File: config.mk
export PLATFORM = sky130hd
export DESIGN_NAME = tia_front
export DESIGN_NICKNAME = d
export VERILOG_FILES = /design/src/sv/typed_integer_alu_macros.svh /design/src/sv/tia_pkg.sv /design/src/sv/tia_front.sv
export SDC_FILE = /design/constraint.sdc
export NUM_CORES = 2
export LEC_CHECK = 0
export BUFFER_PORTS_ARGS = -buffer_cell sky130_fd_sc_hd__buf_2
export CAP_MARGIN = 40
export CORE_AREA = 2 2 288 262
export CTS_BUF_LIST = sky130_fd_sc_hd__clkbuf_4 sky130_fd_sc_hd__clkbuf_8
export CTS_CLUSTER_SIZE = 20
export DETAILED_ROUTE_END_ITERATION = 10
export DIE_AREA = 0 0 290 264
export GPL_TIMING_DRIVEN = 0
export PLACE_DENSITY = 0.66
export SYNTH_ARGS = -nofsm -noshare
export SYNTH_HDL_FRONTEND = slang
export SYNTH_SLANG_ARGS = --single-unit
File: constraint.sdc
create_clock -name clk -period 9 [get_ports clk]
set_input_delay 1.8 -clock clk [delete_from_list [all_inputs] [get_ports clk]]
set_output_delay 1.8 -clock clk [all_outputs]
set_load 0.02 [all_outputs]
File: src/sv/typed_integer_alu_macros.svh
// assertion macros for the typed integer alu
`ifndef TYPED_INTEGER_ALU_MACROS_SVH
`define TYPED_INTEGER_ALU_MACROS_SVH
// implication checked at every clock edge outside reset
`define TIA_ASSERT_IMP(label, clk, rst_n, ante, cons) \
  label: assert property (@(posedge clk) disable iff (!rst_n) (ante) |-> (cons)) \
    else $error("assertion failed");
// next-cycle implication
`define TIA_ASSERT_NXT(label, clk, rst_n, ante, cons) \
  label: assert property (@(posedge clk) disable iff (!rst_n) (ante) |=> (cons)) \
    else $error("assertion failed");
`endif

File: src/sv/tia_pkg.sv
// shared types and codes of the typed alu
package tia_pkg;
  localparam int WordW = 32;
  localparam int ShW = $clog2(WordW);
  localparam int Cells = 32;

  typedef logic [WordW-1:0] word_t;

  localparam logic [4:0] F_NOT = 5'd0, F_NEG = 5'd1, F_AND = 5'd2, F_OR = 5'd3,
    F_XOR = 5'd4, F_ADD = 5'd5, F_SUB = 5'd6, F_MUL = 5'd7, F_DIV = 5'd8,
    F_MOD = 5'd9, F_EQ = 5'd10, F_NE = 5'd11, F_LT = 5'd12, F_LE = 5'd13,
    F_GT = 5'd14, F_GE = 5'd15, F_SHL = 5'd16, F_SHR = 5'd17;
  localparam logic [2:0] K_I = 3'd0, K_U = 3'd1, K_B = 3'd2, K_C = 3'd3;
  localparam logic [2:0] ST_OK = 3'd0, ST_NA = 3'd1, ST_MISMATCH = 3'd2,
    ST_DIVZERO = 3'd3, ST_RANGE = 3'd4;

  // item travelling down the divider cell chain
  typedef struct packed {
    logic       vld;
    logic [2:0] status;
    logic [1:0] kind;
    word_t      word;     // final word for non-division items
    logic       is_div;
    logic       neg_q;
    logic       neg_r;
    logic       want_rem;
    word_t      rem;
    word_t      quo;      // dividend bits shift out, quotient bits shift in
    word_t      dvs;
  } cell_t;
endpackage

File: src/sv/tia_front.sv
// decode, type checks and the non-division operations; feeds the division chain
module tia_front (
  input  logic          clk,
  input  logic          rst_n,
  input  logic          rce,
  input  logic          go,
  input  logic [4:0]    f,
  input  logic [2:0]    ak,
  input  tia_pkg::word_t a,
  input  logic [2:0]    bk,
  input  tia_pkg::word_t b,
  input  logic [2:0]    wk,
  output tia_pkg::cell_t o
);
  import tia_pkg::*;
  cell_t o_r, o_nxt;
  assign o = o_r;

  always_comb begin
    logic num, sg, lt, gt, eq, div0;
    logic [1:0] rk;
    logic [2:0] st;
    word_t rw, ma, mb;
    logic [ShW-1:0] sh;
    logic [2*WordW-1:0] prod;
    rk = 2'(K_I);
    rw = '0;
    st = ST_OK;
    num = (ak == K_I || ak == K_U) && (bk == K_I || bk == K_U);
    sg = (ak == K_I);
    eq = (a == b);
    lt = sg ? ((a ^ {1'b1, {(WordW-1){1'b0}}}) < (b ^ {1'b1, {(WordW-1){1'b0}}})) : (a < b);
    gt = !lt && !eq;
    sh = b[ShW-1:0];
    prod = a * b;
    div0 = (b == '0);
    ma = a;
    mb = b;
    o_nxt = '0;
    if (f == F_NOT || f == F_NEG) begin
      unique case (ak)
        K_I: begin rk = 2'(K_I); rw = (f == F_NOT) ? ~a : -a; end
        K_U: begin
          if (f == F_NOT) begin rk = 2'(K_U); rw = ~a; end
          else if (rce && a[WordW-1]) st = ST_RANGE;
          else begin rk = 2'(K_I); rw = -a; end
        end
        K_B: if (f != F_NOT) st = ST_NA; else begin rk = 2'(K_B); rw = word_t'(!a[0]); end
        default: st = ST_MISMATCH;
      endcase
    end else begin
      if (f >= F_AND && f <= F_XOR && ak == K_B && bk == K_B) begin
        rk = 2'(K_B);
        rw = word_t'((f == F_AND) ? (a[0] & b[0]) : (f == F_OR) ? (a[0] | b[0])
                                  : (a[0] ^ b[0]));
      end else if (f >= F_EQ && f <= F_GE) begin
        if (ak == K_C && bk == K_C) begin
          eq = (a[7:0] == b[7:0]);
          lt = a[7:0] < b[7:0];
          gt = !lt && !eq;
        end else if (!num) st = ST_NA;
        rk = 2'(K_B);
        unique case (f)
          F_EQ: rw = word_t'(eq);
          F_NE: rw = word_t'(!eq);
          F_LT: rw = word_t'(lt);
          F_LE: rw = word_t'(lt || eq);
          F_GT: rw = word_t'(gt);
          default: rw = word_t'(gt || eq);
        endcase
      end else if (!num || f > F_SHR) st = ST_NA;
      else begin
        rk = sg ? 2'(K_I) : 2'(K_U);
        unique case (f)
          F_AND: rw = a & b;
          F_OR: begin rw = a | b; if (ak == K_U && bk == K_I) rk = 2'(K_I); end
          F_XOR: rw = a ^ b;
          F_ADD: rw = a + b;
          F_SUB: rw = a - b;
          F_MUL: rw = prod[WordW-1:0];
          F_DIV, F_MOD: begin
            if (div0) st = ST_DIVZERO;
            else begin
              o_nxt.is_div = 1'b1;
              o_nxt.want_rem = (f == F_MOD);
              if (ak == K_I && bk == K_I) begin
                ma = a[WordW-1] ? -a : a;
                mb = b[WordW-1] ? -b : b;
                o_nxt.neg_q = a[WordW-1] ^ b[WordW-1];
                o_nxt.neg_r = a[WordW-1];
              end
            end
          end
          F_SHL: rw = a << sh;
          default: rw = (sg && a[WordW-1]) ? ~((~a) >> sh) : a >> sh;
        endcase
      end
      if (st == ST_OK && wk != 3'd0 && (wk - 3'd1) != {1'b0, rk}) st = ST_MISMATCH;
    end
    if (st != ST_OK) begin
      rk = 2'(K_I);
      rw = '0;
      o_nxt.is_div = 1'b0;
    end
    o_nxt.vld = go;
    o_nxt.status = st;
    o_nxt.kind = rk;
    o_nxt.word = rw;
    o_nxt.quo = ma;
    o_nxt.dvs = mb;
  end

  always_ff @(posedge clk) begin
    if (!rst_n) o_r <= '0;
    else o_r <= o_nxt;
  end
endmodule

[After elaboration in Yosys (flattened, before gate mapping)]
Cells that the tools add are included.
Storage, ports and cells
  bits of input ports: 82
  word-level logic and storage cells: 176
  bits in registers: 138
Operators by class
  eq/ne operators: 24
  $add $sub $neg: 5
  muxes and demuxes: 70
  shifts and indexed selects: 3
  reduce and logical (&&, ||, !) cells: 40
  $mul: 1
  bitwise gates (word level): 14
  $lt $le $gt $ge: 8
Operators with widths (count)
  32-bit 2-to-1 mux: 24
  32-bit case mux with 8 select lines: 1
  32-bit case mux with 3 select lines: 1
  32-bit < comparator: 2
  32-bit negation: 2
  32-bit NOT: 2
  32-bit by 5-bit right shift with 32-bit output: 2
  5-bit by 4-bit == test with 1-bit output (second input constant): 7
  32-bit adder: 1
  32-bit bitwise AND: 1
  32-bit == test: 1
  32-bit zero test: 1
  32-bit by 32-bit multiplier with 32-bit output: 1
  32-bit OR: 1
  32-bit by 5-bit left shift with 32-bit output: 1
  32-bit subtractor: 1
  32-bit bitwise XOR: 1
  1-bit 2-to-1 mux: 24
  3-bit 2-to-1 mux: 7
  5-bit by 3-bit == test with 1-bit output (second input constant): 4
  2-bit 2-to-1 mux: 9
  1-bit logical AND: 14
  7-bit OR reduction: 2
  3-bit by 2-bit == test with 1-bit output (second input constant): 4
  29 further kinds: 51

[Logic depth before layout (Yosys ltp)]
  word-level depth: 16
  depth in mapped cells: 32
  gate-level depth less buffers: 27

[Worst setup path before layout]
Ideal clock, no wire load.
  path kind: input to register
  start point: input b[1]
  end point: register o_r, in the netlist o[131]
  slack: -0.520 ns
  cell stages on the path: 27
  buffers on the path: 6
  data required time: 8.875 ns
  data arrival time: 9.395 ns
  cells stage by stage: clkbuf_1 > clkbuf_1 > buf_1 > clkbuf_1 > clkbuf_1 > buf_1 > nand2_1 > fa_1 > fa_1 > fa_1 > inv_1 > fa_1 > inv_1 > fa_1 > inv_1 > fa_1 > fa_1 > ha_1 > nand2_1 > nand2_1 > o41ai_1 > o2bb2ai_1 > o21ai_0 > o21ai_0 > xnor2_1 > nor2_1 > o41a_1
Between the ends
  cells in the longest elaborated chain, start to end: 14
Ends and longest elaborated chain
  start: declaration: RTL line tia_front.sv:11  | input tia_pkg::word_t b,
  branches (longest 14 deep; another with 32-bit by 32-bit multiplier with 32-bit output)
  end signal: assignment: RTL line tia_front.sv:115  | else o_r <= o_nxt;
  end: declaration: RTL line tia_front.sv:16  | cell_t o_r, o_nxt;
Several ways; the timed one is not identified. The select of a mux whose other input is x is not followed.
A chain may end at the register's enable or synchronous reset.

[Worst setup path after layout]
  start point: input b[20]
  end point: register o_r, in the netlist o[130]
Same word-level chain as after synthesis.

==> impl_results.html <==
<table>
<tr><th>Metric</th><th>Value</th></tr>
<tr><th colspan="2">Synth</th></tr>
<tr><td>Mean instance size in the synthesized netlist</td><td>7.74 sq um</td></tr>
<tr><td>Number of flops mapped to enable cells by yosys</td><td>0</td></tr>
<tr><td>Dominant register cell in the synthesized netlist</td><td>sky130_fd_sc_hd__dfxtp_1</td></tr>
<tr><td>Yosys top cell area share</td><td>between 20 and 30%</td></tr>
<tr><td>Fraction of synthesized cell area in xor and xnor cells</td><td>roughly 5%</td></tr>
<tr><td>Part of the Yosys area used for sequential elements</td><td>7.27%</td></tr>
<tr><td>Compound-gate portion of the synthesized area</td><td>15.5%</td></tr>
<tr><td>Number of distinct library cells after synthesis</td><td>82</td></tr>
<tr><td>Multiplexer share of the synthesized area</td><td>roughly 5.2%</td></tr>
<tr><td>FFs w/ async S/R, synth</td><td>0%</td></tr>
<tr><td>Yosys warning total</td><td>0</td></tr>
<tr><td>Main combinational cell family by area after synthesis</td><td>adder cells</td></tr>
<tr><td>Count of state elements after synthesis</td><td>106</td></tr>
<tr><td>Post-synthesis cell area</td><td>29,200 sq um</td></tr>
<tr><td>Number of instances in the synthesized netlist</td><td>~3,800</td></tr>
<tr><td>Ranking of synthesized cells by area</td><td>sky130_fd_sc_hd__fa_1, sky130_fd_sc_hd__ha_1, sky130_fd_sc_hd__nor2_1</td></tr>
<tr><td>Synthesized-area fraction occupied by and/or/nand/nor cells</td><td>18.8%</td></tr>
<tr><td>Adder and majority gate portion of the synthesized area</td><td>37.9%</td></tr>
<tr><td>Biggest area consumer among synthesized cells</td><td>sky130_fd_sc_hd__fa_1</td></tr>
<tr><th colspan="2">Placed design</th></tr>
<tr><td>HPWL after DPL</td><td>~140 mm</td></tr>
<tr><td>Count of port buffers added during placement</td><td>185</td></tr>
<tr><td>GP Congestion</td><td>approximately 1.1</td></tr>
<tr><td>Dpl cells</td><td>5,023</td></tr>
<tr><th colspan="2">Drt</th></tr>
<tr><td>Total iterations of the first detailed-routing run</td><td>7</td></tr>
<tr><td>Number of vias after detailed routing</td><td>31,920</td></tr>
<tr><td>Wire per inst</td><td>34.4 um</td></tr>
<tr><td>Detail Route Antenna Nets</td><td>0</td></tr>
<tr><td>DRC viols</td><td>0</td></tr>
<tr><td>Aggregate routed wire length</td><td>172 mm</td></tr>
<tr><td>Via count normalized by instance count</td><td>6.36</td></tr>
<tr><td>Initial drt markers</td><td>5,548</td></tr>
<tr><th colspan="2">Critical path</th></tr>
<tr><td>Endpoint arrival time on the critical path</td><td>roughly 9.5 ns</td></tr>
<tr><td>CP startpoint kind</td><td>primary input</td></tr>
<tr><td>Critical Path Sink Type</td><td>flop</td></tr>
<tr><td>CP Class</td><td>in -&gt; reg</td></tr>
<tr><td>Data required time at the worst endpoint</td><td>9.36 ns</td></tr>
<tr><td>CP Max Fanout</td><td>10</td></tr>
<tr><td>Cell with the largest stage delay on the worst path</td><td>sky130_fd_sc_hd__fa_1</td></tr>
<tr><td>Max incr delay on CP</td><td>around 0.61 ns</td></tr>
<tr><td>Critical path's most frequent cell</td><td>sky130_fd_sc_hd__fa_1</td></tr>
<tr><td>Critical-path cell list</td><td>buf_2, clkinv_2, nor2_1, fa_1, inv_1, fa_1, fa_1, inv_1, fa_1, inv_1, fa_1, fa_1, fa_1, fa_1, inv_1, ha_1, nand2b_1, nor2_1, a21oi_2, o22ai_1, a2111oi_2, o21ai_0, a221oi_2, a211oi_1</td></tr>
<tr><th colspan="2">CTS</th></tr>
<tr><td>Hold-fix buffers, CTS</td><td>0</td></tr>
<tr><td>Clock-pin slew on the worst setup and hold paths</td><td>0.13 ns</td></tr>
<tr><td>Clock root buffer</td><td>sky130_fd_sc_hd__clkbuf_8</td></tr>
<tr><td>Number of clock sinks</td><td>106</td></tr>
<tr><td>H-tree levels</td><td>3</td></tr>
<tr><td>TritonCTS buffer count</td><td>9</td></tr>
<tr><td>Bufs on Longest Clock Path</td><td>2</td></tr>
<tr><td>Clock tree from TritonCTS</td><td>done</td></tr>
<tr><th colspan="2">GRT</th></tr>
<tr><td>Wire length of the first global-routing pass</td><td>237 mm</td></tr>
<tr><td>Aggregate global routing overflow</td><td>0</td></tr>
<tr><td>Maximum number of pins on one net before global-route repair</td><td>24</td></tr>
<tr><td>Via count of the first global-routing pass</td><td>slightly above 30,000</td></tr>
<tr><td>Initial antenna violation count</td><td>5</td></tr>
<tr><td>Overall fraction of global-route tracks in use</td><td>44.4%</td></tr>
<tr><th colspan="2">Floorplan</th></tr>
<tr><td>Floorplan Core Area</td><td>~74,000 sq um</td></tr>
<tr><td>Full die area</td><td>76,600 sq um</td></tr>
<tr><td>Starting density of the core</td><td>39.5%</td></tr>
<tr><td>IO Count</td><td>between 200 and 250</td></tr>
<tr><td>Number of rows created at floorplan</td><td>95</td></tr>
<tr><td>Floorplan die width</td><td>290 um</td></tr>
<tr><td>Die boundary height</td><td>264 um</td></tr>
<tr><th colspan="2">Timing</th></tr>
<tr><td>Transition at the pin with the smallest max-transition slack</td><td>approximately 1.1 ns</td></tr>
<tr><td>Final worst path period need</td><td>around 9.1 ns</td></tr>
<tr><td>Final setup slack of the worst path</td><td>-0.0939 ns</td></tr>
<tr><td>Final count of hold timing violations</td><td>0</td></tr>
<tr><td>Slew Limit Headroom</td><td>27.7%</td></tr>
<tr><td>Final cycle utilization of the critical path</td><td>101%</td></tr>
<tr><td>Final Max Slew Viols</td><td>0</td></tr>
<tr><td>Hold slack</td><td>~1.5 ns</td></tr>
<tr><td>RSZ-0062 raised after global routing</td><td>yes</td></tr>
<tr><td>Maximum frequency from static timing analysis</td><td>110 MHz</td></tr>
<tr><td># setup viols final</td><td>3</td></tr>
<tr><th colspan="2">Hold path</th></tr>
<tr><td>Worst min-delay path category</td><td>in -&gt; reg</td></tr>
<tr><th colspan="2">Finish</th></tr>
<tr><td>Flip-flop count of the largest register, all copies and words added</td><td>106</td></tr>
<tr><td>Final layout net count</td><td>4,760</td></tr>
<tr><td>Most common library cell in the layout ignoring fill and taps</td><td>sky130_fd_sc_hd__nor2_1</td></tr>
<tr><td>Share of cells above drive strength 1</td><td>14.5%</td></tr>
<tr><td>Number of standard cells in the final layout excluding fillers</td><td>5,019</td></tr>
<tr><td>Synth-to-layout area growth</td><td>15.4%</td></tr>
<tr><td>Most frequent cells in the layout</td><td>sky130_fd_sc_hd__nor2_1, sky130_fd_sc_hd__inv_1, sky130_fd_sc_hd__fa_1</td></tr>
<tr><td>Filler instances</td><td>7,557</td></tr>
<tr><th colspan="2">Outcome</th></tr>
<tr><td>Failing checks</td><td>setup timing</td></tr>
<tr><td>Status</td><td>complete, but fails checks</td></tr>
<tr><th colspan="2">Run</th></tr>
<tr><td>Count of maximum capacitance violations</td><td>0</td></tr>
</table>
## logic make-up after synthesis
kind of cell	count (synthesis)
AND/OR/NAND/NOR	1286
buffers and inverters	776
AO/OA/AOI/OAI	700
adder cells (fa/ha/maj)	637
XOR/XNOR	167
flip-flops	106
multiplexers	97
other	1
## repair_timing
item	4_1_cts	5_1_grt
resized for setup	250	85
cloned	1	0
pin swaps	18	21
setup endpoints to repair	23	17
buffers inserted	28	4
endpoints found under the hold margin	0	0
## routing by layer
layer  vias up  track usage, %  share of wire [%]  wire, um
li1      12856               -                  -         -
met1     15606            59.3                 39     66900
met2      2857            58.8                 37     64600
met3       589            19.2                 16     28000
met4        12            26.2                7.5     12900
met5         -               0              0.064       110
## area by class of cell
cell class | count | area (sq um) | share of cell area [%]
Timing Repair inverter | 1 | 8.76 | 0.0260
Clock inverter | 7 | 93.8 | 0.279
Tap cell | 970 | 1210 | 3.61
Antenna cell | 3 | 7.51 | 0.0223
Timing Repair Buffer | 285 | 1980 | 5.87
Buffer | 240 | 1540 | 4.58
Sequential cell | 106 | 2120 | 6.31
Inverter | 479 | 1910 | 5.69
Multi-Input combinational cell | 2919 | 24700 | 73.2
Clock buffer | 9 | 124 | 0.368
## final timing paths
| kind | start | to | cells past startpoint |
|---|---|---|---|
| max | b[20] | o[130] | 24 |
| min | go | o[137] | 2 |
## critical path: cells and delay by family
family / cells / cell delay (ns)
buffers and inverters: 6 / 1.29
AOI/OAI and AO/OA: 6 / 1.45
adders and majority gates: 9 / 4.33
and+or+nand+nor: 3 / 0.54
## through the flow
stage / setup slack [ns] / setup TNS, ns / utilization (%) / instance area [sq um]
CTS: 0.00232 / 0 / 45.2 / 33400
global placement: -3.80 / -64.37 / 42.6 / 31500
finish: -0.0939 / -0.241 / 45.6 / 33700
detailed placement: -3.49 / -57.54 / 43.6 / 32200
global route: -0.0792 / -0.284 / 45.6 / 33600
floorplan: 0.00410 / 0 / - / 29300
## Yosys cell counts, types with 12 or more instances
cell and instances:
sky130_fd_sc_hd__a211oi_1 43, sky130_fd_sc_hd__a21o_1 28, sky130_fd_sc_hd__a21oi_1 185, sky130_fd_sc_hd__a221oi_1 19, sky130_fd_sc_hd__a31oi_1 26, sky130_fd_sc_hd__and3_1 15
sky130_fd_sc_hd__buf_1 43, sky130_fd_sc_hd__buf_4 32, sky130_fd_sc_hd__clkbuf_1 214, sky130_fd_sc_hd__clkinv_1 12, sky130_fd_sc_hd__dfxtp_1 106, sky130_fd_sc_hd__fa_1 410
sky130_fd_sc_hd__ha_1 227, sky130_fd_sc_hd__inv_1 456, sky130_fd_sc_hd__mux2_2 16, sky130_fd_sc_hd__mux2i_1 40, sky130_fd_sc_hd__mux4_2 41, sky130_fd_sc_hd__nand2_1 380
sky130_fd_sc_hd__nand2b_1 17, sky130_fd_sc_hd__nand3_1 48, sky130_fd_sc_hd__nand4_1 20, sky130_fd_sc_hd__nor2_1 628, sky130_fd_sc_hd__nor2b_1 15, sky130_fd_sc_hd__nor3_1 58
sky130_fd_sc_hd__nor4_1 19, sky130_fd_sc_hd__o211ai_1 33, sky130_fd_sc_hd__o21a_1 12, sky130_fd_sc_hd__o21ai_0 166, sky130_fd_sc_hd__o21bai_1 12, sky130_fd_sc_hd__o22ai_1 21
sky130_fd_sc_hd__o31ai_1 22, sky130_fd_sc_hd__or3_1 40, sky130_fd_sc_hd__xnor2_1 143, sky130_fd_sc_hd__xor2_1 24
Power is not shown: default switching activity piles up to over one toggle a cycle in this logic, so the estimate is an artifact.
