## src/sv/typed_integer_alu_macros.svh

```systemverilog
// assertion macros for the typed integer alu
`ifndef TYPED_INTEGER_ALU_MACROS_SVH
`define TYPED_INTEGER_ALU_MACROS_SVH
// implication checked at every clock edge outside reset
`define TIA_ASSERT_IMP(label, clk, rst_n, ante, cons) \
  label: assert property (@(posedge clk) disable iff (!rst_n) (ante) |-> (cons)) \
    else $error("assertion failed");
// next-cycle implication
`define TIA_ASSERT_NXT(label, clk, rst_n, ante, cons) \
  label: assert property (@(posedge clk) disable iff (!rst_n) (ante) |=> (cons)) \
    else $error("assertion failed");
`endif

```

## src/sv/tia_pkg.sv

```systemverilog
// shared types and codes of the typed alu
package tia_pkg;
  localparam int WordW = 32;
  localparam int ShW = $clog2(WordW);
  localparam int Cells = 32;

  typedef logic [WordW-1:0] word_t;

  localparam logic [4:0] F_NOT = 5'd0, F_NEG = 5'd1, F_AND = 5'd2, F_OR = 5'd3,
    F_XOR = 5'd4, F_ADD = 5'd5, F_SUB = 5'd6, F_MUL = 5'd7, F_DIV = 5'd8,
    F_MOD = 5'd9, F_EQ = 5'd10, F_NE = 5'd11, F_LT = 5'd12, F_LE = 5'd13,
    F_GT = 5'd14, F_GE = 5'd15, F_SHL = 5'd16, F_SHR = 5'd17;
  localparam logic [2:0] K_I = 3'd0, K_U = 3'd1, K_B = 3'd2, K_C = 3'd3;
  localparam logic [2:0] ST_OK = 3'd0, ST_NA = 3'd1, ST_MISMATCH = 3'd2,
    ST_DIVZERO = 3'd3, ST_RANGE = 3'd4;

  // item travelling down the divider cell chain
  typedef struct packed {
    logic       vld;
    logic [2:0] status;
    logic [1:0] kind;
    word_t      word;     // final word for non-division items
    logic       is_div;
    logic       neg_q;
    logic       neg_r;
    logic       want_rem;
    word_t      rem;
    word_t      quo;      // dividend bits shift out, quotient bits shift in
    word_t      dvs;
  } cell_t;
endpackage

```

## src/sv/tia_cell.sv

```systemverilog
// one restoring division step, registered
module tia_cell (
  input  logic          clk,
  input  logic          rst_n,
  input  tia_pkg::cell_t i,
  output tia_pkg::cell_t o
);
  import tia_pkg::*;
  cell_t o_r, o_nxt;
  assign o = o_r;

  always_comb begin
    logic [WordW:0] trial;
    o_nxt = i;
    trial = {i.rem, i.quo[WordW-1]} - {1'b0, i.dvs};
    if (i.is_div) begin
      if (!trial[WordW]) begin
        o_nxt.rem = trial[WordW-1:0];
        o_nxt.quo = {i.quo[WordW-2:0], 1'b1};
      end else begin
        o_nxt.rem = {i.rem[WordW-2:0], i.quo[WordW-1]};
        o_nxt.quo = {i.quo[WordW-2:0], 1'b0};
      end
    end
  end

  always_ff @(posedge clk) begin
    if (!rst_n) o_r.vld <= 1'b0;
    else o_r.vld <= o_nxt.vld;
    o_r.status <= o_nxt.status;
    o_r.kind <= o_nxt.kind;
    o_r.word <= o_nxt.word;
    o_r.is_div <= o_nxt.is_div;
    o_r.neg_q <= o_nxt.neg_q;
    o_r.neg_r <= o_nxt.neg_r;
    o_r.want_rem <= o_nxt.want_rem;
    o_r.rem <= o_nxt.rem;
    o_r.quo <= o_nxt.quo;
    o_r.dvs <= o_nxt.dvs;
  end
endmodule
```

## config.mk

```make
export PLATFORM = sky130hd
export DESIGN_NAME = tia_cell
export DESIGN_NICKNAME = d
export VERILOG_FILES = /design/src/sv/typed_integer_alu_macros.svh /design/src/sv/tia_pkg.sv /design/src/sv/tia_cell.sv
export SDC_FILE = /design/constraint.sdc
export NUM_CORES = 1
export LEC_CHECK = 0
export BUFFER_PORTS_ARGS = -buffer_cell sky130_fd_sc_hd__buf_2
export CAP_MARGIN = 20
export CELL_PAD_IN_SITES_DETAIL_PLACEMENT = 1
export CELL_PAD_IN_SITES_GLOBAL_PLACEMENT = 2
export CORE_ASPECT_RATIO = 0.6
export CORE_MARGIN = 2
export CORE_UTILIZATION = 29
export CTS_CLUSTER_SIZE = 12
export DETAILED_ROUTE_END_ITERATION = 10
export PLACE_DENSITY = 0.82
export SYNTH_ARGS = -nofsm -noshare
export SYNTH_HDL_FRONTEND = slang
export SYNTH_SLANG_ARGS = --single-unit
```

## constraint.sdc

```tcl
create_clock -name clk -period 8.3 [get_ports clk]
set_input_delay 0.415 -clock clk [delete_from_list [all_inputs] [get_ports clk]]
set_output_delay 0.415 -clock clk [all_outputs]
set_load 0.01 [all_outputs]
```

## Word-level counts from Yosys, hierarchy flattened

Index checks and enable logic that the tools add are counted.

- $add $sub $neg: 1
- Multipliers: 0
- Divide/modulo/power cells: 0
- Order comparisons: 0
- Equal/unequal tests: 0
- Shift-type cells: 0
- Muxes and demuxes: 2
- Bitwise operators: 0
- Reduce and logical (&&, ||, !) cells: 0

Operator list:

| operator | count |
|---|---|
| 64-bit 2-to-1 mux | 2 |
| 33-bit by 32-bit subtractor with 33-bit output | 1 |

- Register bits: 138
- Bits in latches: 0
- Bits in writable memories: 0
- Memory bits (read-only): 0
- Input port bits: 140
- Output and inout port bits: 138
- Word-level logic and storage cells: 14
- Memories: 0

## Depth between registers and ports, before layout

Gate-level depths: netlist of the first run.

- Word-level depth: 3
- Depth in mapped cells: 13
- Mapped depth without buffers: 12

## Least setup slack after synthesis of the first run

No wires, ideal clock.

- Path kind: input-to-reg
- Start point: in i[63] (netlist name)
- End point: reg o_r (netlist bit o[67])
- Setup time: 0.135 ns
- Arrival time: 2.817 ns
- Required time: 8.165 ns
- Setup slack: 5.348 ns
- Cell stages on the path: 13
- Path buffers: 1
- Path through: inv_1 ha_1 fa_1 nand2b_1 a21oi_2 o21ai_2 a21o_4 a31oi_4 o31a_4 xor2_4 buf_6 mux2i_1 a21oi_1

RTL lines:

| element | RTL line | source |
|---|---|---|
| from (decl) | tia_cell.sv:5 | `input tia_pkg::cell_t i,` |
| to (decl) | tia_cell.sv:9 | `cell_t o_r, o_nxt;` |

==> summary.txt, run 1 <==
most frequent cells in the layout: buf_2, dfxtp_1, a21oi_1, nor2_1, inv_1
width of the die: 187 um
CP max FO: 19
Inserted Clock Buffers: 17
initial antenna violation count: 0
Post-CTS Repair Setup Buffers: 0
total track usage: 18.2%
combinational share of power: 20.7%
most common cell after layout, fill and taps aside: buf_2
Post-Syn Area: 0.00580 sq mm
Worst Setup SP: i[5]
Net Switching: 534 uW
Fmax: 291 MHz
sequential element share of the synthesized area: 47.6%
Worst EP arrival: 3.70 ns
vias: 5132
Die ar.: 0.0212 sq mm
endpoints failing setup: 0
CTS Root Buffer Type: clkbuf_16
Hold Crit Class: in -> reg
clock sinks: 138
final hold vios: 0
Final #Nets: 1024
first-pass GRT wire length: 29600 um
Clock Power Share: 40.2%
CP max-delay cell: xor2_4
IO Pins: 278
Hold-fix buffers, CTS: 0
final wirelength: 19100 um
RePlAce Congestion: 0.835
Seq pwr share: 39.1%
drt wl/cell: 16.8 um
vias in the first global route: 5093
Clock Path Buffers: 2
overflow left after global routing: 0
Initial Util: 29.3%
EDFF count, synth: 0
register area: 0.00276 sq mm
DR iter-0 viols: 180
min Tclk post-route: 3.44 ns
core area: 0.0198 sq mm
Final Power: 1.87 mW
Rows: 40
port buffer count: 277
crit-path max cell delay: 0.59 ns
CTS clk-pin slew, worst paths: 0.06 ns
Final ANT Viol Nets: 0
die height: 114 um
Finished Core Util: 40.5%
Syn Nets: 745
crit end category: flop
met2 Use GR: 28.0%
area grow syn2layout: 38.3%
PD cells: 233 mW/mm^2
router iterations before antenna repair: 5
pin count of the biggest net entering global routing: 92
CTS tree: built
synthesized area per cell: 10.1 sq um
critical-path cell list: buf_2 -> inv_1 -> ha_1 -> a21o_1 -> or3_1 -> o21ai_2 -> a21o_4 -> a31oi_4 -> o31a_4 -> xor2_4 -> buf_4 -> mux2i_1 -> a21oi_1
Lkg Pwr: 4.00 nW
ratio of cells with drive above 1 in the final layout: 41.3%
CP required: 8.56 ns
Worst slew margin: 30.9%
Fin Setup TNS: 0 ns
crit path launch type: input port
max reg flops: 138
fin crit share: 41.5%
maximum vdd drop: 136 uV
Slew @ Worst Pin: 1.04 ns
post-DP HPWL: 15200 um
Via-to-Cell Ratio: 4.51
Post-CTS Resized: 0
Yosys Warn Count: 0
status: complete, no violations
ys flop type: dfxtp_1
met3 Track Usage GR: 5.26%
hold wc startpoint: i[113]
busiest grt layer: met2
Yosys reg bits: 138
Fill cells: 2362
Max Slew Vio Count: 0
residual DRC count: 0
Multi-input gate area: 0.00280 sq mm
htree depth: 4
internal power: 1.34 mW
Mapped Cells: 572
maxcap violations: 0
ys async rst share: 0%
met1 Resource Use GR: 24.7%
distinct cell type count after synthesis: 60
worst setup path class: in -> reg
Sw Share: 28.5%
RSZ-0062 raised after global routing: no
-- synthesized netlist by cell type, types with 3 or more instances --
library cell | number | share of area [%]
o21ai_0 | 16 | 1.4
o21ai_1 | 7 | 0.60
o211ai_1 | 5 | 0.65
ha_1 | 32 | 6.9
o21a_1 | 3 | 0.39
inv_1 | 38 | 2.5
nand4_1 | 4 | 0.43
buf_2 | 4 | 0.34
a31oi_1 | 4 | 0.43
nor2_1 | 48 | 3.1
xor2_1 | 11 | 1.7
dfxtp_1 | 138 | 48
xnor2_1 | 18 | 2.7
a211oi_1 | 3 | 0.39
mux2i_1 | 23 | 4.0
clkbuf_1 | 11 | 0.71
nand2b_1 | 3 | 0.32
a21o_1 | 22 | 2.8
or3_1 | 4 | 0.43
and3_1 | 5 | 0.54
nand2_1 | 30 | 1.9
a21oi_1 | 49 | 4.2
mux2_4 | 3 | 0.78
a2bb2oi_1 | 3 | 0.45
mux2_2 | 31 | 6.0
buf_6 | 3 | 0.58
nor2b_1 | 4 | 0.43
nor3_1 | 5 | 0.43
nand3_1 | 3 | 0.26
a21oi_2 | 4 | 0.60
-- layout make-up --
type                    instances  share of cell area, %
clock buffers                  19                   5.39
well taps                     273                   4.25
inverters                      39                   1.82
clock inverters                12                   1.76
repair buffers                279                   17.5
diodes                          1                 0.0312
multi-input cells             376                   34.8
flip-flops and latches        138                   34.4
-- power groups by stage --
stage / logic, mW / clock network (mW) / registers [mW]
after CTS: 0.392 / 0.772 / 0.732
after global placement: 0.387 / 0 / 0.745
after global routing: 0.428 / 0.804 / 0.736
final: 0.388 / 0.752 / 0.731
after detailed placement: 0.390 / 0 / 0.746
after floorplan: 0.210 / 0 / 0.777
-- path summary, 6_finish.rpt --
path                  endpoint  cells after the start
worst max-delay path     o[73]                     13
worst min-delay path    o[113]                      1
-- cells by family after synthesis --
group                      synth area share (%)
buffers and inverters                      4.22
adders and majority gates                  7.24
muxes                                      10.8
xor gates and xnor gates                   4.85
AOI/OAI and AO/OA                          16.1
DFF                                        47.6
and+or+nand+nor                            9.18
-- metrics by stage --
step	cells	hold WS, ns	area [sq um]	setup slack (ns)
after global routing	1136	0.0623	8030	4.62
final	1137	0.0893	8030	4.86
after CTS	1136	0.0655	8030	4.80
after global placement	1105	0.518	7450	4.46
after floorplan	572	0.443	5800	5.35
after detailed placement	1105	0.519	7450	4.34
-- critical path, delay by kind of cell --
kind / cells / cell delay (ns)
compound gates: 6 / 1.14
xor+xnor: 1 / 0.59
fa+ha+maj: 1 / 0.36
buf+inv: 3 / 0.58
mux: 1 / 0.24
simple gates: 1 / 0.35
-- layer usage --
metal | up-vias | part of all wire [%]
met2 | 162 | 44
li1 | 2554 | -
met1 | 2400 | 49
met4 | 0 | 1.1
met3 | 16 | 5.8
met5 | - | 0
Note: power is estimated with default switching activity, not from simulation.
==> run 2, diff against run 1 <==
--- a/config.mk
+++ b/config.mk
@@ -11,10 +11,10 @@
 export CELL_PAD_IN_SITES_GLOBAL_PLACEMENT = 2
 export CORE_ASPECT_RATIO = 0.6
 export CORE_MARGIN = 2
-export CORE_UTILIZATION = 29
+export CORE_UTILIZATION = 27
 export CTS_CLUSTER_SIZE = 12
 export DETAILED_ROUTE_END_ITERATION = 10
-export PLACE_DENSITY = 0.82
+export PLACE_DENSITY = 0.77
 export SYNTH_ARGS = -nofsm -noshare
 export SYNTH_HDL_FRONTEND = slang
 export SYNTH_SLANG_ARGS = --single-unit
==> constraint.sdc (replaced) <==
create_clock -name clk -period 3.6 [get_ports clk]
set_input_delay 0.18 -clock clk [delete_from_list [all_inputs] [get_ports clk]]
set_output_delay 0.18 -clock clk [all_outputs]
set_load 0.01 [all_outputs]
==> summary.txt, run 2 (synthesized netlist as in run 1, its figures left out) <==
status: complete, no violations
drt wl/cell: 17.5 um (+4.4%)
Worst Hold End: o[82]
Via-to-Cell Ratio: 4.46 (-1.3%)
Final ANT Viol Nets: 0 (unchanged)
CP max FO: 20 (+1)
overflow left after global routing: 0 (unchanged)
Multi-input gate area: 0.00280 sq mm (unchanged)
Hold Crit Class: in -> reg
min Tclk post-route: 3.26 ns
Worst Setup SP: i[0]
Rows: 41 (+2.5%)
Initial Util: 27.6% (-1.7 points)
crit end category: flop
post-DP HPWL: 15700 um (+3.6%)
CTS clk-pin slew, worst paths: 0.07 ns (about the same)
final hold vios: 0 (unchanged)
Fmax: 307 MHz
Slew @ Worst Pin: 0.648 ns (-0.388 ns)
total track usage: 19.7% (+1.6 points)
Fill cells: 2477 (+4.9%)
residual DRC count: 0 (unchanged)
core area: 0.0210 sq mm (+6.1%)
Final Instance Count excl. Fillers: 1262 (+11%)
Post-CTS Resized: 0 (unchanged)
placed insts: 1115 (+0.90%)
most common cell after layout, fill and taps aside: buf_2
initial antenna violation count: 0 (unchanged)
htree depth: 4 (unchanged)
die height: 118 um (+3.5%)
Fin Setup TNS: 0 ns (unchanged)
Post-CTS Repair Setup Buffers: 0 (unchanged)
register area: 0.00276 sq mm (unchanged)
CTS Root Buffer Type: clkbuf_16
IO Pins: 278 (unchanged)
worst setup path class: in -> reg
RSZ-0062 raised after global routing: no
RePlAce Congestion: 0.811 (-2.9%)
most frequent cells in the layout: buf_2, dfxtp_1, dlygate4sd3_1, a21oi_1, nor2_1
Finished Core Util: 43.9% (+3.4 points)
Inserted Clock Buffers: 17 (unchanged)
width of the die: 193 um (+3.6%)
final wirelength: 22100 um (+16%)
clock sinks: 138 (unchanged)
CP required: 3.97 ns (-4.59 ns)
PD cells: 492 mW/mm^2 (+110%)
maximum vdd drop: 318 uV (+130%)
DR iter-0 viols: 214 (+19%)
endpoints failing setup: 0 (unchanged)
Lkg Pwr: 4.51 nW (+13%)
crit path launch type: input port
first-pass GRT wire length: 34700 um (+17%)
maxcap violations: 0 (unchanged)
hold wc startpoint: i[82]
CTS tree: built
max reg flops: 138 (unchanged)
Worst EP arrival: 3.63 ns (-0.07 ns)
router iterations before antenna repair: 4 (-1)
vias: 5625 (+9.6%)
area grow syn2layout: 59.0%
Die ar.: 0.0227 sq mm (+7.2%)
ratio of cells with drive above 1 in the final layout: 36.9% (-4.4 points)
Final #Nets: 1142 (+12%)
vias in the first global route: 6007 (+18%)
pin count of the biggest net entering global routing: 50 (-46%)
Worst slew margin: 56.3% (+25 points)
hold path depth: 3 (+2)
port buffer count: 277 (unchanged)
Clock Path Buffers: 2 (unchanged)
Max Slew Vio Count: 0 (unchanged)
fin crit share: 90.5%
==> run 2: worst max path at each step <==
stage / cells after the start / to
final: 14 / o[64]
after global routing: 14 / o[69]
after CTS: 14 / o[64]
after detailed placement: 14 / o[65]
after global placement: 14 / o[64]
after floorplan: 13 / o[67]
==> run 2: metal layers <==
metal	GRT usage, %	up-vias	wire, um
met4	4.91	0	289
met2	31.9	169	10100
met1	25.8	2635	10600
met3	5.70	26	1160
li1	-	2795	-
met5	0	-	0
==> run 2: critical path, cell delays in order <==
cell and delay [ns]:
dlygate4sd3_1 0.54, buf_2 0.13, ha_1 0.21, fa_1 0.41, nand2b_1 0.19, a21oi_2 0.28, o21ai_2 0.12, a21o_4 0.23
a31oi_4 0.19, o31a_4 0.18, xor2_4 0.14, buf_4 0.34, mux2_4 0.34, a21oi_2 0.12
==> run 2: layout make-up <==
class / count / share of cell area, %
multi-input combinational: 376 / 30.3
clock inverter: 13 / 1.69
inverter: 39 / 1.59
timing repair buffer: 397 / 27.9
sequential: 138 / 29.9
clock buffer: 19 / 4.80
tap: 279 / 3.78
antenna: 1 / 0.0271
==> run 2: through the flow <==
step           cell area, sq um  total power [mW]  hold WS [ns]  setup WS (ns)
6_report                   9230              4.54        0.0236          0.342
5_1_grt                    9230              4.79        0.0154          0.219
4_1_cts                    9230              4.59       0.00357          0.348
3_5_place_dp               7490              2.63         0.284          0.443
3_3_place_gp               7490              2.62         0.282          0.507
2_1_floorplan              5800              2.28         0.208          0.883
==> run 2: report_power, final <==
part | leakage [nW] | internal, mW | switching (mW) | total [mW]
combinational | 3.06 | 0.494 | 0.529 | 1.02
clock | 0.288 | 1.06 | 0.773 | 1.83
sequential | 1.16 | 1.66 | 0.0333 | 1.69
total | 4.51 | 3.21 | 1.34 | 4.54
==> run 2: what timing repair did <==
item,in CTS,in global routing
endpoints found under the hold margin,104,0
endpoints found under the setup margin,0,0
hold buffers,114,0
==> run 3, diff against run 2 <==
==> constraint.sdc (replaced) <==
create_clock -name clk -period 3.6 [get_ports clk]
set_input_delay 0.72 -clock clk [delete_from_list [all_inputs] [get_ports clk]]
set_output_delay 0.72 -clock clk [all_outputs]
set_load 0.01 [all_outputs]
==> summary.txt, run 3 (synthesized netlist as in run 1, its figures left out) <==
critical-path cell list: buf_2 -> inv_1 -> ha_1 -> fa_1 -> nand2b_1 -> a21oi_2 -> o21ai_2 -> a21o_4 -> a31oi_4 -> o31a_4 -> xor2_4 -> buf_12 -> mux2_4 -> a21oi_2
Inserted Clock Buffers: 17 (unchanged)
Max Slew Vio Count: 0 (unchanged)
PnR worst setup slack: 0.550 ns (+0.208 ns)
final wirelength: 19500 um (-12%)
maxcap violations: 0 (unchanged)
die height: 118 um (unchanged)
buffers plus inverters on the worst setup path: 3 (unchanged)
Post-CTS Resized: 0 (unchanged)
hold path depth: 1 (-2)
ant diodes: 0 (-1)
width of the die: 193 um (unchanged)
hold wc startpoint: i[21]
clock sinks: 138 (unchanged)
final hold vios: 0 (unchanged)
vias in the first global route: 5325 (-11%)
maximum vdd drop: 473 uV (+48%)
Worst EP arrival: 3.41 ns (-0.22 ns)
Initial Util: 27.6% (unchanged)
RSZ-0062 raised after global routing: no
placed insts: 1121 (+0.54%)
core area: 0.0210 sq mm (unchanged)
vias: 5145 (-8.5%)
CP max-delay cell: fa_1
drt wl/cell: 16.9 um (-3.6%)
CP required: 3.96 ns (about the same)
most frequent cells in the layout: buf_2, dfxtp_1, a21oi_1, nor2_1, inv_1
Die ar.: 0.0227 sq mm (unchanged)
htree depth: 4 (unchanged)
Hold Crit Class: in -> reg
area grow syn2layout: 39.3%
overflow left after global routing: 0 (unchanged)
crit-path max cell delay: 0.41 ns (-0.13 ns)
crit end category: flop
Lkg Pwr: 4.03 nW (-11%)
ratio of cells with drive above 1 in the final layout: 42.0% (+5.2 points)
initial antenna violation count: 0 (unchanged)
pin count of the biggest net entering global routing: 48 (-4.0%)
residual DRC count: 0 (unchanged)
post-DP HPWL: 15800 um (+0.53%)
total track usage: 17.4% (-2.3 points)
Rows: 41 (unchanged)
min Tclk post-route: 3.05 ns (-0.208 ns)
Worst slew margin: 56.7% (+0.36 points)
Fmax: 328 MHz (+6.8%)
Clock Path Buffers: 2 (unchanged)
crit-path leading delay family: compound AO/OA/AOI/OAI gates
IO Pins: 278 (unchanged)
Worst Hold End: o[21]
Final Instance Count excl. Fillers: 1152 (-8.7%)
worst setup path class: in -> reg
Slew @ Worst Pin: 0.643 ns (-0.00537 ns)
Setup Slack @ Placement: 0.0669 ns (-0.376 ns)
CP max FO: 17 (-15%)
fin crit share: 84.7% (-5.8 points)
router iterations before antenna repair: 4 (unchanged)
CTS clk-pin slew, worst paths: 0.07 ns (about the same)
Via-to-Cell Ratio: 4.47 (+0.20%)
Fin Setup TNS: 0 ns (unchanged)
PD cells: 522 mW/mm^2 (+6.1%)
first-pass GRT wire length: 30600 um (-12%)
crit path launch type: input port
Critical Path Most Common Cell: a21oi_2
port buffer count: 277 (unchanged)
status: complete, no violations
DR iter-0 viols: 222 (+3.7%)
Final #Nets: 1034 (-9.5%)
Finished Core Util: 38.4% (-5.4 points)
RePlAce Congestion: 0.787 (-3.0%)
most common cell after layout, fill and taps aside: buf_2
max reg flops: 138 (unchanged)
Final ANT Viol Nets: 0 (unchanged)
Post-CTS Repair Setup Buffers: 0 (unchanged)
Hold-fix buffers, CTS: 0 (-100%)
endpoints failing setup: 0 (unchanged)
CTS Root Buffer Type: clkbuf_16
CTS tree: built
[run 3: cell types whose count changed in the layout (fill, tap and decap cells not counted), sizes merged, moves of 2 or more]
cell,previous run,this run
dlygate4sd3,114,0
buf,283,289
clkinvlp,2,4
inv,45,41
bufinv,2,0
clkinv,3,7
[run 3: through the flow]
step	power (mW)	area [sq um]	hold WS (ns)
global route	4.45	8090	0.373
detailed placement	2.66	7560	0.824
floorplan	2.28	5800	0.748
global placement	2.65	7560	0.822
finish	4.22	8090	0.399
CTS	4.29	8090	0.370
[run 3: final cells by class]
type | instances | area (sq um)
fill | 2499 | 12900
tap | 279 | 349
inverter | 39 | 146
timing repair buffer | 289 | 1500
sequential | 138 | 2760
multi-input combinational | 376 | 2800
clock buffer | 18 | 429
clock inverter | 13 | 97.6
[run 3: power by group]
part	switching (mW)	internal, mW	total [mW]
Sequential	0.0291	1.66	1.69
Combinational	0.503	0.425	0.928
Clock	0.728	0.881	1.61
Total	1.26	2.96	4.22
[run 3: worst max path at each step]
stage / from / end / slack, ns / depth (start not counted)
5_1_grt: i[63] / o[65] / 0.40 / 14
6_report: i[63] / o[69] / 0.55 / 14
4_1_cts: i[63] / o[64] / 0.51 / 14
3_3_place_gp: i[63] / o[64] / 0.13 / 14
3_5_place_dp: i[63] / o[64] / 0.07 / 14
2_1_floorplan: i[63] / o[67] / 0.34 / 13
[run 3: layer usage]
metal  GRT usage, %  up-vias  wire length [um]
li1               -     2582                 -
met1           24.1     2389              9650
met2           27.0      164              8660
met3           4.47       10              1050
met4           4.15        0               117
met5              0        -                 0
